File: src/sv/rmq_pkg.sv
package rmq_pkg;

    localparam int QONE = 16384;

    // Stage plan: input register, term select, square root, divide setup,
    // restoring divide, output register.
    localparam int SQ_BITS  = 15;
    localparam int DV_BITS  = 16;
    localparam int SQ_FIRST = 2;
    localparam int PREP     = SQ_FIRST + SQ_BITS;
    localparam int DV_FIRST = PREP + 1;
    localparam int LAST     = DV_FIRST + DV_BITS;

    typedef enum logic [1:0] {
        CASE_W = 2'd0,
        CASE_X = 2'd1,
        CASE_Y = 2'd2,
        CASE_Z = 2'd3
    } t_case;

    typedef logic [8:0][15:0] t_mat;

    // Lanes hold the three components that go through the divider, in
    // ascending component order with the root component left out.
    typedef struct packed {
        t_case            sel;
        logic [2:0]       neg;
        logic [2:0][29:0] num;
        logic [2:0][15:0] quo;
        logic [30:0]      sqn;
        logic [30:0]      sqr;
        logic [14:0]      root;
        logic [15:0]      den;
    } t_stg;

endpackage

File: src/sv/rmq_div_step.sv
module rmq_div_step import rmq_pkg::*; #(
    parameter int SHIFT = 0
) (
    input  logic [29:0] i_num,
    input  logic [15:0] i_den,
    output logic [29:0] o_num,
    output logic        o_bit
);
    logic [30:0] w_dsh;
    logic [30:0] w_num;

    assign w_dsh = 31'(i_den) << SHIFT;
    assign w_num = {1'b0, i_num};

    always_comb begin
        if (w_num >= w_dsh) begin
            o_bit = 1'b1;
            o_num = 30'(w_num - w_dsh);
        end else begin
            o_bit = 1'b0;
            o_num = i_num;
        end
    end
endmodule

File: config.mk
export PLATFORM = sky130hd
export DESIGN_NAME = rmq_div_step
export DESIGN_NICKNAME = d
export VERILOG_FILES = /design/src/sv/rmq_pkg.sv /design/src/sv/rmq_div_step.sv
export SDC_FILE = /design/constraint.sdc
export NUM_CORES = 1
export LEC_CHECK = 0
export BUFFER_PORTS_ARGS = -buffer_cell sky130_fd_sc_hd__buf_4
export CORE_MARGIN = 2
export CORE_UTILIZATION = 50
export DETAILED_ROUTE_END_ITERATION = 8
export PLACE_DENSITY = 0.87
export SLEW_MARGIN = 10
export SYNTH_ARGS = -nofsm -noshare
export SYNTH_HDL_FRONTEND = slang
export SYNTH_SLANG_ARGS = --single-unit
File: constraint.sdc
create_clock -name vclk -period 4.5
set_input_delay 0.225 -clock vclk [all_inputs]
set_output_delay 0.225 -clock vclk [all_outputs]
set_load 0.005 [all_outputs]
* Word-level counts from Yosys, hierarchy flattened
Cells that the tools add are included.
** Cells by class
- $lt $le $gt $ge :: 1
- $add $sub $neg :: 1
- Mux-type cells :: 2
** Operator list (number)
- 30-bit by 16-bit greater-or-equal comparator with 1-bit output :: 1
- 30-bit two-way mux :: 1
- 30-bit by 16-bit subtractor with 30-bit output :: 1
- 1-bit two-way mux :: 1
** Storage, ports and cells
- Register bits after elaboration :: 0
- Word-level logic and storage cells :: 4
- Output and inout bits :: 31

* Longest topological paths before layout
Gate-level depths: netlist (run 1).
- Depth after elaboration :: 2
- Gate-level depth with buffers :: 14
- Depth with buffers taken out :: 12

* Worst setup path after synthesis (run 1)
Ideal clock, no wire load.
- Kind :: input-to-output
- From :: in i_num[0]
- To :: out o_num[16]
- Path slack :: 1.810 ns
- Cell stages on the path :: 11
- Buffers on the path :: 0
- Arrival :: 2.465 ns
- Required time :: 4.275 ns
- Cell sequence :: inv_1 > ha_1 > inv_1 > fa_1 > a21o_1 > a221o_1 > a32oi_1 > a21boi_0 > o21ai_0 > nor3b_1 > xor2_1
** On the way
- Word-level cells in the longest chain between the ends :: 2
- Elaborated cells on any way between the ends :: 3
- Classes of those cells :: 1 x add/sub; 1 x order compare; 1 x mux
** Ends and longest elaborated chain
- from (decl) :: line rmq_div_step.sv:4 : input logic [29:0] i_num,
- 30-bit by 16-bit subtractor with 30-bit output or 30-bit by 16-bit greater-or-equal comparator with 1-bit output (tied branches) :: line rmq_div_step.sv:18, rmq_div_step.sv:16
- 30-bit two-way mux * :: line rmq_div_step.sv:16 : if (w_num >= w_dsh) begin
- to (decl) :: line rmq_div_step.sv:6 : output logic [29:0] o_num,
Every way passes the cells marked *; elsewhere a longest branch is shown, timed or not.

* Final worst setup path (run 1)
- From :: in i_num[0]
- To :: out o_num[20]
Same word-level chain as after synthesis.

==> results of run 1 <==
==> per-stage QoR <==
step | instances | area (sq um) | hold slack [ns] | setup slack (ns) | util (%)
floorplan | 211 | 1430 | 0.505 | 1.81 | -
global placement | 311 | 1990 | 0.718 | 1.29 | 73.0
detailed placement | 311 | 1990 | 0.723 | 1.20 | 73.0
CTS | 311 | 1990 | 0.724 | 1.20 | 73.0
global route | 311 | 1990 | 0.731 | 0.985 | 73.0
finish | 311 | 1990 | 0.723 | 1.19 | 73.0
==> critical path: stages <==
cell	delay [ns]
buf_4	0.11
inv_1	0.05
ha_1	0.16
inv_1	0.05
fa_1	0.40
a21o_1	0.18
a221o_1	0.36
a32oi_1	0.31
o21a_1	0.17
o21a_4	0.28
inv_2	0.22
and4b_1	0.26
xor2_1	0.17
buf_4	0.14
==> routing by layer <==
layer  wire (um)  share of wire, %  vias to the layer above  track usage, %
li1            -                 -                      902               -
met1        1860                44                      826            32.7
met2        2120                50                       65            43.7
met3         227               5.4                        2           0.454
met4          12              0.28                        0           0.664
met5           0                 0                        -               0
==> final timing paths <==
check	startpoint	endpoint	slack, ns	depth (start not counted)
min	i_num[26]	o_num[26]	0.72	3
max	i_num[0]	o_num[20]	1.19	14
==> layout make-up <==
class,count,area [sq um],share of cell area (%)
Timing Repair Buffer,77,578,29.0
Multi-Input combinational cell,181,1290,64.9
Inverter,22,82.6,4.14
Tap cell,31,38.8,1.94
==> placed cells by master, fill, tap and decap left out, types with 4 or more instances in the layout <==
cell	count
o21ai_0	14
xor2_1	13
a21oi_1	21
nor2_1	16
nand2_1	18
nor4_1	5
ha_1	16
buf_4	77
nor3_1	4
and3_1	6
xnor2_1	13
a21o_1	5
nand4_1	4
inv_1	21
==> where the power goes <==
part	switching, mW	leakage (nW)	internal, mW	total (mW)
clock	0	0	0	0
sequential	0	0	0	0
combinational	0.119	1.01	0.142	0.261
==> cells by family (layout without fill, tap and decap cells) <==
| kind of cell | count (synthesis) | after routing |
|---|---|---|
| AOI/OAI and AO/OA | 59 | 59 |
| xor gates and xnor gates | 26 | 26 |
| adders and majority gates | 17 | 17 |
| buffers and inverters | 30 | 99 |
| muxes | 2 | 2 |
| and+or+nand+nor | 77 | 77 |
==> reports/summary.txt, run 1 <==
IO buf count: 77
post-DR wirelength/cell: 13.6 um
Setup violations, final: 0
final routed DRC violation total: 0
Final min period: 3.31 ns
gr usage total: 23.8%
Post-CTS Setup Inserts: 0
Req. time, crit path: 4.28 ns
Slew @ Worst Pin: 0.745 ns
global route overflow: 0
combinational family with the most area after synthesis: simple AND/OR/NAND/NOR gates
Chip Height: 57.5 um
post-route clock period utilization: 73.5%
Vias: 1,795
seq_cells: 0
Post-DRT Antenna Nets: 0
vias in the first global route: 1,626
Max-Cap Viols: 0
clock buf count: 0
Mapped Area: 0.00143 sq mm
GP Congestion: 0.959
Post-Synth XOR/XNOR Area: 15.9%
Syn-to-layout area delta: 39.5%
die width: 57.5 um
# fillers: 242
FF+latch area: 0 sq um
vias per cell: 5.77
Die Area: 0.00330 sq mm
P_leak: 1.01 nW
Max Clk Rate: 302 MHz
ranking of synthesized cells by area: ha_1 14%, xnor2_1 8.0%, xor2_1 8.0%
Yosys cell types: 48
Iter 0 DRT Violations: 58
Hold Fails Final Rpt: 0
Tot Pwr: 0.261 mW
drt pass-1 iters: 4
Core Region: 0.00273 sq mm
Synth Area in Simple Gates: 31.5%
worst vdd ir: 0.0985 mV
max-slew violations: 0
setup TNS: 0 ns
PwrDens: 131 mW/mm^2
syn nets: 274
top-area cell type share of the netlist area: 14.0%
fin nets: 345
hold-fix buffers at CTS: 0
CP Class: input port to output port
initial antenna violation count: 0
Worst setup EP type: output port
post_cts resized: 0
layout cell share with drive strength beyond 1: 31.1%
Worst Hold Class: input port to output port
crit path max fanout: 23
syn_area_per_cell: 6.78 sq um
Worst setup SP type: input port
I/O pin count: 77
top cells by count, synth: 21 x a21oi_1, 21 x inv_1, 18 x nand2_1
RSZ-0062 raised after global routing: false
post-synthesis compound-gate area fraction: 25.9%
Syn Inst Count: 211
register area share after synthesis: 0%
status: complete, no violations
Rel. slew slack: 49.8%
Synth Warn #: 0
cell taking the most area after synthesis: ha_1
final WL: 4.22 mm
Initial Utilization: 52.3%
Arr. time, crit path: 3.08 ns
largest net degree at the start of global routing: 24
Synth Area in Adders: 15.4%
number of core rows: 19
first-pass GRT wire length: 6.67 mm
HPWL Detailed: 3.52 mm
Antenna Cells: 0
mux cell area share after synthesis: 1.84%
(Power assumes the default switching activity.)
==> inputs of run 2 (changes only) <==
--- a/config.mk
+++ b/config.mk
@@ -7,9 +7,9 @@
 export LEC_CHECK = 0
 export BUFFER_PORTS_ARGS = -buffer_cell sky130_fd_sc_hd__buf_4
 export CORE_MARGIN = 2
-export CORE_UTILIZATION = 50
+export CORE_UTILIZATION = 43
 export DETAILED_ROUTE_END_ITERATION = 8
-export PLACE_DENSITY = 0.87
+export PLACE_DENSITY = 0.79
 export SLEW_MARGIN = 10
 export SYNTH_ARGS = -nofsm -noshare
 export SYNTH_HDL_FRONTEND = slang
==> constraint.sdc (replaced) <==
create_clock -name vclk -period 2.79
set_input_delay 0.1395 -clock vclk [all_inputs]
set_output_delay 0.1395 -clock vclk [all_outputs]
set_load 0.005 [all_outputs]
==> run 2 against run 1 <==
  * Total power increased by 67%
  * Critical path depth down 1
  * Sequential share of layout area unchanged
  * First-iteration DRC count grew 28%
  * Setup slack worse by 1.1 ns
  * Global-route usage is 2.0 points lower
  * Combinational power increased by 67%
  * Via count decreased by 1.3%
  * Critical path type unchanged
==> reports/summary.txt, run 2 (synthesis gave the netlist of run 1 again) <==
FF+latch area: 0 sq um
hold endpoint: o_num[26]
Chip Height: 61.7 um
status: complete, no violations
Post-DRT Antenna Nets: 0
final routed DRC violation total: 0
P_leak: 1.07 nW
hold-fix buffers at CTS: 0
Final min period: 2.67 ns
worst hold stages: 3
layout cell share with drive strength beyond 1: 34.8%
leading cell types in the layout, fill and taps excluded: 86 x buf_4, 21 x a21oi_1, 20 x inv_1, 18 x nand2_1, 16 x nor2_1
Max-Cap Viols: 0
Max Clk Rate: 375 MHz
critical path, cell by cell: buf_4 > inv_2 > ha_2 > inv_1 > fa_2 > a21o_1 > a221o_1 > a32oi_1 > buf_4 > nor2_1 > a2111oi_0 > xor2_1 > buf_4
# fillers: 312
Arr. time, crit path: 2.53 ns
Tot Pwr: 0.436 mW
Initial Utilization: 46.1%
slowest stage delay, CP: 0.52 ns
fin nets: 355
post-route cell area: 0.00210 sq mm
worst vdd ir: 0.121 mV
critical path's slowest cell: a2111oi_0
initial antenna violation count: 0
crit path max fanout: 4
final WL: 4.32 mm
largest net degree at the start of global routing: 16
Die Area: 0.00380 sq mm
HPWL Detailed: 3.72 mm
Vias: 1,771
hold_sp: i_num[26]
post-route clock period utilization: 95.6%
gr usage total: 21.8%
Req. time, crit path: 2.65 ns
cell repeated most along the worst path: buf_4
final cell count without fillers: 334
first-pass GRT wire length: 6.57 mm
Slew @ Worst Pin: 0.518 ns
RSZ-0062 raised after global routing: true
PwrDens: 207 mW/mm^2
CP Class: input port to output port
seq_cells: 0
Core Region: 0.00310 sq mm
Cells after DPL: 333
Iter 0 DRT Violations: 74
GP Congestion: 0.877
drt pass-1 iters: 4
most common cell after layout, fill and taps aside: buf_4
number of core rows: 20
vias in the first global route: 1,555
Rel. slew slack: 64.6%
Worst setup EP type: output port
post-DR wirelength/cell: 12.9 um
I/O pin count: 77
Syn-to-layout area delta: 47.2%
die width: 61.7 um
Hold Fails Final Rpt: 0
Setup violations, final: 0
max-slew violations: 0
vias per cell: 5.30
Antenna Cells: 0
Worst setup SP type: input port
dpl cell area: 0.00208 sq mm
global route overflow: 0
IO buf count: 77
final core utilization: 67.8%
setup TNS: 0 ns
clock buf count: 0
Worst Hold Class: input port to output port
run 2: report_power, final:
part	switching, mW	leakage, nW	internal [mW]
clock	0	0	0
combinational	0.196	1.07	0.240
sequential	0	0	0
run 2: metrics by stage:
stage	hold slack (ns)	setup slack [ns]
5_1_grt	0.564	-0.0322
4_1_cts	0.554	0.0179
2_1_floorplan	0.334	0.271
3_5_place_dp	0.554	0.0254
6_report	0.553	0.123
3_3_place_gp	0.550	0.00991
run 2: timing repair:
| action | 4_1_cts | 5_1_grt |
|---|---|---|
| endpoints found under the setup margin | 0 | 18 |
| endpoints found under the hold margin | 0 | 0 |
| gates resized for setup | 0 | 11 |
| setup buffers | 0 | 1 |
run 2: worst max-delay path by stage:
stage	from	slack (ns)	endpoint	cells past startpoint
2_1_floorplan	i_num[0]	0.27	o_num[16]	11
3_3_place_gp	i_num[0]	0.01	o_num[26]	13
3_5_place_dp	i_num[0]	0.03	o_num[16]	15
4_1_cts	i_num[0]	0.02	o_num[16]	15
5_1_grt	i_num[0]	-0.03	o_num[16]	15
6_report	i_num[0]	0.12	o_num[26]	13
run 2: layout make-up:
| class | count | area [sq um] | share of cell area (%) |
|---|---|---|---|
| multi-input cells | 181 | 1310 | 62.0 |
| repair buffers | 87 | 657 | 31.2 |
| well taps | 44 | 55.1 | 2.62 |
| inverters | 22 | 87.6 | 4.16 |
run 2: layer usage:
metal / global-route usage (%) / part of all wire (%) / vias to the layer above
li1: - / - / 923
met1: 31.5 / 47 / 801
met2: 38.5 / 48 / 47
met3: 0.210 / 4.1 / 0
met4: 0.304 / 0 / 0
met5: 0 / 0 / -
run 2: critical path, delay by kind of cell:
kind,cells,cell delay [ns]
compound gates,4,1.17
simple gates,1,0.05
fa+ha+maj,2,0.50
buf+inv,5,0.48
xor+xnor,1,0.19
